<file path="src/rtl/core/tpp_pkg.sv">
package tpp_pkg;

	// width that the larger horizontal magnitude is normalized to
	localparam int NORM_BITS = 31;

	// square root datapath: radicand and root widths
	localparam int SQ_WIDTH   = 64;
	localparam int ROOT_WIDTH = 32;

	// pole offset register
	localparam int POLE_WIDTH = 15;
	localparam logic [POLE_WIDTH-1:0] POLE_RESET = 15'd200;

endpackage

</file>
<file path="src/rtl/core/tpp_sqrt_pipe.sv">
module tpp_sqrt_pipe #(
	parameter int SIDE_W = 1
) (
	input  logic                           clk,
	input  logic                           arst_n,
	input  logic                           in_valid,
	input  logic [tpp_pkg::SQ_WIDTH-1:0]   in_value,
	input  logic [SIDE_W-1:0]              in_side,
	output logic                           out_valid,
	output logic [tpp_pkg::ROOT_WIDTH-1:0] out_root,
	output logic [SIDE_W-1:0]              out_side
);
	import tpp_pkg::*;

	// one root bit per stage, MSB first; rem holds value - root^2
	logic [SQ_WIDTH-1:0]   rem_s  [1:ROOT_WIDTH];
	logic [ROOT_WIDTH-1:0] root_s [1:ROOT_WIDTH];
	logic [SIDE_W-1:0]     side_s [1:ROOT_WIDTH];
	logic                  vld_s  [1:ROOT_WIDTH];

	for (genvar i = 0; i < ROOT_WIDTH; i++) begin : g_stage
		localparam int B = ROOT_WIDTH - 1 - i;
		logic [SQ_WIDTH-1:0]   rem_in;
		logic [ROOT_WIDTH-1:0] root_in;
		logic [SIDE_W-1:0]     side_in;
		logic                  vld_in;
		logic [SQ_WIDTH:0]     trial;
		logic                  take;

		if (i == 0) begin : g_first
			assign rem_in  = in_value;
			assign root_in = '0;
			assign side_in = in_side;
			assign vld_in  = in_valid;
		end else begin : g_next
			assign rem_in  = rem_s[i];
			assign root_in = root_s[i];
			assign side_in = side_s[i];
			assign vld_in  = vld_s[i];
		end

		// (root + 2^B)^2 - root^2 = root*2^(B+1) + 2^(2B)
		assign trial = ((SQ_WIDTH+1)'(root_in) << (B + 1)) | ((SQ_WIDTH+1)'(1) << (2 * B));
		assign take  = {1'b0, rem_in} >= trial;

		always_ff @(posedge clk or negedge arst_n) begin
			if (!arst_n) begin
				vld_s[i+1] <= 1'b0;
			end else begin
				vld_s[i+1] <= vld_in;
			end
		end

		always_ff @(posedge clk) begin
			rem_s[i+1]  <= take ? rem_in - trial[SQ_WIDTH-1:0] : rem_in;
			root_s[i+1] <= take ? (root_in | (ROOT_WIDTH'(1) << B)) : root_in;
			side_s[i+1] <= side_in;
		end
	end

	assign out_valid = vld_s[ROOT_WIDTH];
	assign out_root  = root_s[ROOT_WIDTH];
	assign out_side  = side_s[ROOT_WIDTH];

endmodule

</file>
<file path="config.mk">
export PLATFORM = sky130hd
export DESIGN_NAME = tpp_sqrt_pipe
export DESIGN_NICKNAME = d
export VERILOG_FILES = /design/src/rtl/core/tpp_pkg.sv /design/src/rtl/core/tpp_sqrt_pipe.sv
export SDC_FILE = /design/constraint.sdc
export NUM_CORES = 2
export LEC_CHECK = 0
export BUFFER_PORTS_ARGS = -buffer_cell sky130_fd_sc_hd__buf_4
export CAP_MARGIN = 10
export CORE_MARGIN = 1.5
export CORE_UTILIZATION = 40
export DETAILED_ROUTE_END_ITERATION = 6
export PLACE_DENSITY_LB_ADDON = 0.15
export SLEW_MARGIN = 20
export SYNTH_ARGS = -nofsm -noshare
export SYNTH_HDL_FRONTEND = slang
export SYNTH_SLANG_ARGS = --single-unit
</file>
<file path="constraint.sdc">
create_clock -name clk -period 5.7 [get_ports clk]
set_input_delay 0.57 -clock clk [delete_from_list [all_inputs] [get_ports clk]]
set_output_delay 0.57 -clock clk [all_outputs]
set_load 0.02 [all_outputs]
</file>
==> results.md <==
- Die Wd: 493.9 µm
- Post-route ant nets: 0
- Die ar.: 243,900 µm²
- IO Port Bufs: 101
- Crit start category: flop
- Ys async rst share: 1.242%
- I/O pins: 102
- Slew @ Worst Pin: 1.230 ns
- Pwr Density: 516.9 nW/µm²
- DRT Wirelength: between 200 and 300 mm
- Initial drt markers: 4,134
- FILL cells: 22.79k
- Starting density of the core: about two fifths
- HPWL Detailed: roughly 210 mm
- Final setup viols: 0
- Via-per-instance ratio: 5.127
- Synth top area cells: dfxtp_1 53%, ha_1 7.2%, xnor2_1 4.3%
- Pins over their slew limit: 0
- Vias in the first global route: 68.64k
- CP peak stage delay: 0.83 ns
- Htree depth: 5
- Tmin final: 4.867 ns
- Synth warn: 0
- Fin crit share: 85.38%
- Dpl ws: roughly 0.93 ns
- Gr usage total: 21.22%
- Top post-synthesis cells by count: 2,544 x dfxtp_1, 695 x inv_1, 690 x nor2_1
- Area of the mapped netlist: 96,390 µm²
- Synth top area share: 52.83%
- Sequential area share after synthesis: about 54%
- Critical-path top delay cell: nor4_2
- CTS buffer count: 291
- Worst path bufs/invs: 1
- Max Root-Sink Buffers: 4
- Achievable Freq: a little over 200 MHz
- RSZ-0062 raised after global routing: false
- CTS Sinks: 2,576
- Number of synthesized register bits: 2,576
- Worst path cell trace: nor4_1 > nand4_1 > nor4_2 > nand4_1 > o211ai_1 > a211oi_4 > buf_4 > nor2b_1 > nand3_1 > nor4_1 > xor2_1
- Yosys cell types: 94
- CP arrival: 5.68 ns
- DP Area: 100,800 µm²
- Clk slew on worst S/H paths: around 0.060 ns
- Hold Vio Cnt, Final: 0
- FF-to-FF Start: rem_s[0][1830]$_DFF_P_
- Critical path class: reg -> reg
- DR vias: 68.64k
- Top-count cell post-synth: dfxtp_1
- Post-synth EDFFs: 0
- First-pass GRT wire length: 402.8 mm
- Num rows: 180
- Area grow syn2layout: 14.99%
- Nets: between 10k and 15k
- Syn avg cell area: roughly 10 µm²
- Mapped Cells: 9,672
- Post-synth top flop: dfxtp_1
- Cell taking the most area after synthesis: dfxtp_1
- Largest delay share family, worst path: simple AND/OR/NAND/NOR gates
- LEAKAGE: 50.12 nW
- Setup TNS: 0 ns
- Clk_lat worst skew: 0.94 ns
- CTS root buf: clkbuf_16
- Core Area: 240,100 µm²
- Worst vdd ir: 0.0002733 V
- Avg WL per Cell: 19.68 µm
- Layout cell share with drive strength beyond 1: around 7.3%
- Final GP Congestion: 0.9074
- Initial antenna violation count: 21
- Design Area, Final: 110,800 µm²
- Slew margin rel.: 17.21%
- Max cap viols: 0
- CP startpoint: rem_s[0][1830]$_DFF_P_
- Chip height: 493.9 µm
- Worst path required time: 6.52 ns
- Worst Hold Class: in -> async
- GRT overflow: 0
- Syn Nets: around 10k
- Setup WS post-layout: 0.8333 ns
- Drt first pass iters: 6
- CTS tree: done
- Worst Path Max Fanout: 50
- Pin count of the biggest net entering global routing: 59
- DRC violation count after routing: 0
- CP Capture Type: flop
- Worst reg-to-reg setup slack: between 0.8 and 0.9 ns
- Status: completed
- Worst Skew: 0.06958 ns
==> layout by cell type, fill, tap and decap left out, types with 23 or more instances in the layout <==
cell           instances
dfxtp_1             2544
inv_1                695
nor2_1               689
a21oi_1              661
nand2_1              651
ha_1                 558
xnor2_1              471
o21ai_0              461
xor2_1               419
nor4_1               331
clkbuf_16            296
nor3_1               226
a21o_1               218
nand3_1              174
nand4_1              141
buf_4                137
or3_1                102
nand2b_1              92
o21a_1                86
or4_1                 71
nor2b_1               68
dlygate4sd3_1         67
o21bai_1              66
mux2_2                66
clkbuf_1              58
clkbuf_8              52
a31oi_1               48
nor4b_1               46
or2_2                 45
clkinv_2              43
and3_1                42
o31ai_1               41
a211oi_1              37
o211ai_1              34
dfrtp_1               32
nand3b_1              28
nand4b_1              26
and2_1                24
nor3b_1               23
==> cell type report <==
| type | instances | area (µm²) | area share [%] |
|---|---|---|---|
| Sequential cell | 2576 | 51730 | 46.67 |
| Multi-Input combinational cell | 6216 | 41460 | 37.40 |
| Clock buffer | 406 | 8341 | 7.524 |
| Tap cell | 3185 | 3985 | 3.595 |
| Inverter | 702 | 2638 | 2.379 |
| Timing Repair Buffer | 204 | 1699 | 1.533 |
| Clock inverter | 94 | 982.2 | 0.8861 |
| Antenna cell | 5 | 12.51 | 0.01129 |
==> metrics by stage <==
| step | total power, mW | std cells | utilization (%) | hold slack (ns) |
|---|---|---|---|---|
| final | 57.29 | 13390 | 46.17 | 0.1712 |
| after global routing | 60.51 | 13380 | 46.17 | 0.1602 |
| after CTS | 57.82 | 13380 | 46.15 | 0.09926 |
| after detailed placement | 39.49 | 12820 | 41.99 | 0.3121 |
| after global placement | 39.45 | 12820 | 41.98 | 0.3095 |
| after floorplan | 34.58 | 9672 | - | 0.2744 |
==> worst paths after layout <==
kind / endpoint / cells after the start
max: rem_s[0][1918]$_DFF_P_ / 11
min in group clk: side_s[0][15]$_DFF_P_ / 0
max in group asynchronous: g_stage[3].vld_in$_DFF_PN0_ / 2
min reg2reg: side_s[0][15]$_DFF_P_ / 0
min: g_stage[30].vld_in$_DFF_PN0_ / 2
max reg2reg: rem_s[0][1918]$_DFF_P_ / 11
==> metal layers <==
metal  global-route usage, %  wire (µm)  vias up
li1                        -          -    34190
met4                   5.701       6039        2
met3                   3.284      11660      364
met1                   28.06     121100    32690
met5                       0         12        -
met2                   35.84     124600     1391
==> logic make-up after synthesis <==
family | synth area share, %
DFF | 53.66
adders and majority gates | 7.243
and+or+nand+nor | 14.96
AOI/OAI and AO/OA | 11.72
muxes | 0.8684
buffers and inverters | 3.464
xor gates and xnor gates | 8.087
==> power by group <==
part,internal [mW],switching [mW]
registers,22.0,3.84
logic,5.79,7.58
clock network,10.9,7.16
==> flip-flops by register name, summed over array words and instances, names as in the netlist <==
name            flops
rem_s            1984
root_s            528
side_s             32
g_stage.vld_in     31
out_valid           1
==> what timing repair did <==
| item | CTS | global route |
|---|---|---|
| buffers inserted | 0 | 0 |
| gates resized for setup | 0 | 0 |
| hold buffers | 67 | 0 |
| endpoints found under the setup margin | 0 | 0 |
| hold endpoints to repair | 98 | 0 |
==> worst reg2reg max path, cell delays in order (launching register included) <==
cell	delay (ns)
dfxtp_1	0.35
nor4_1	0.70
nand4_1	0.32
nor4_2	0.83
nand4_1	0.55
o211ai_1	0.51
a211oi_4	0.08
buf_4	0.33
nor2b_1	0.24
nand3_1	0.25
nor4_1	0.40
xor2_1	0.26
No activity file was read; power rests on OpenSTA's default activity.
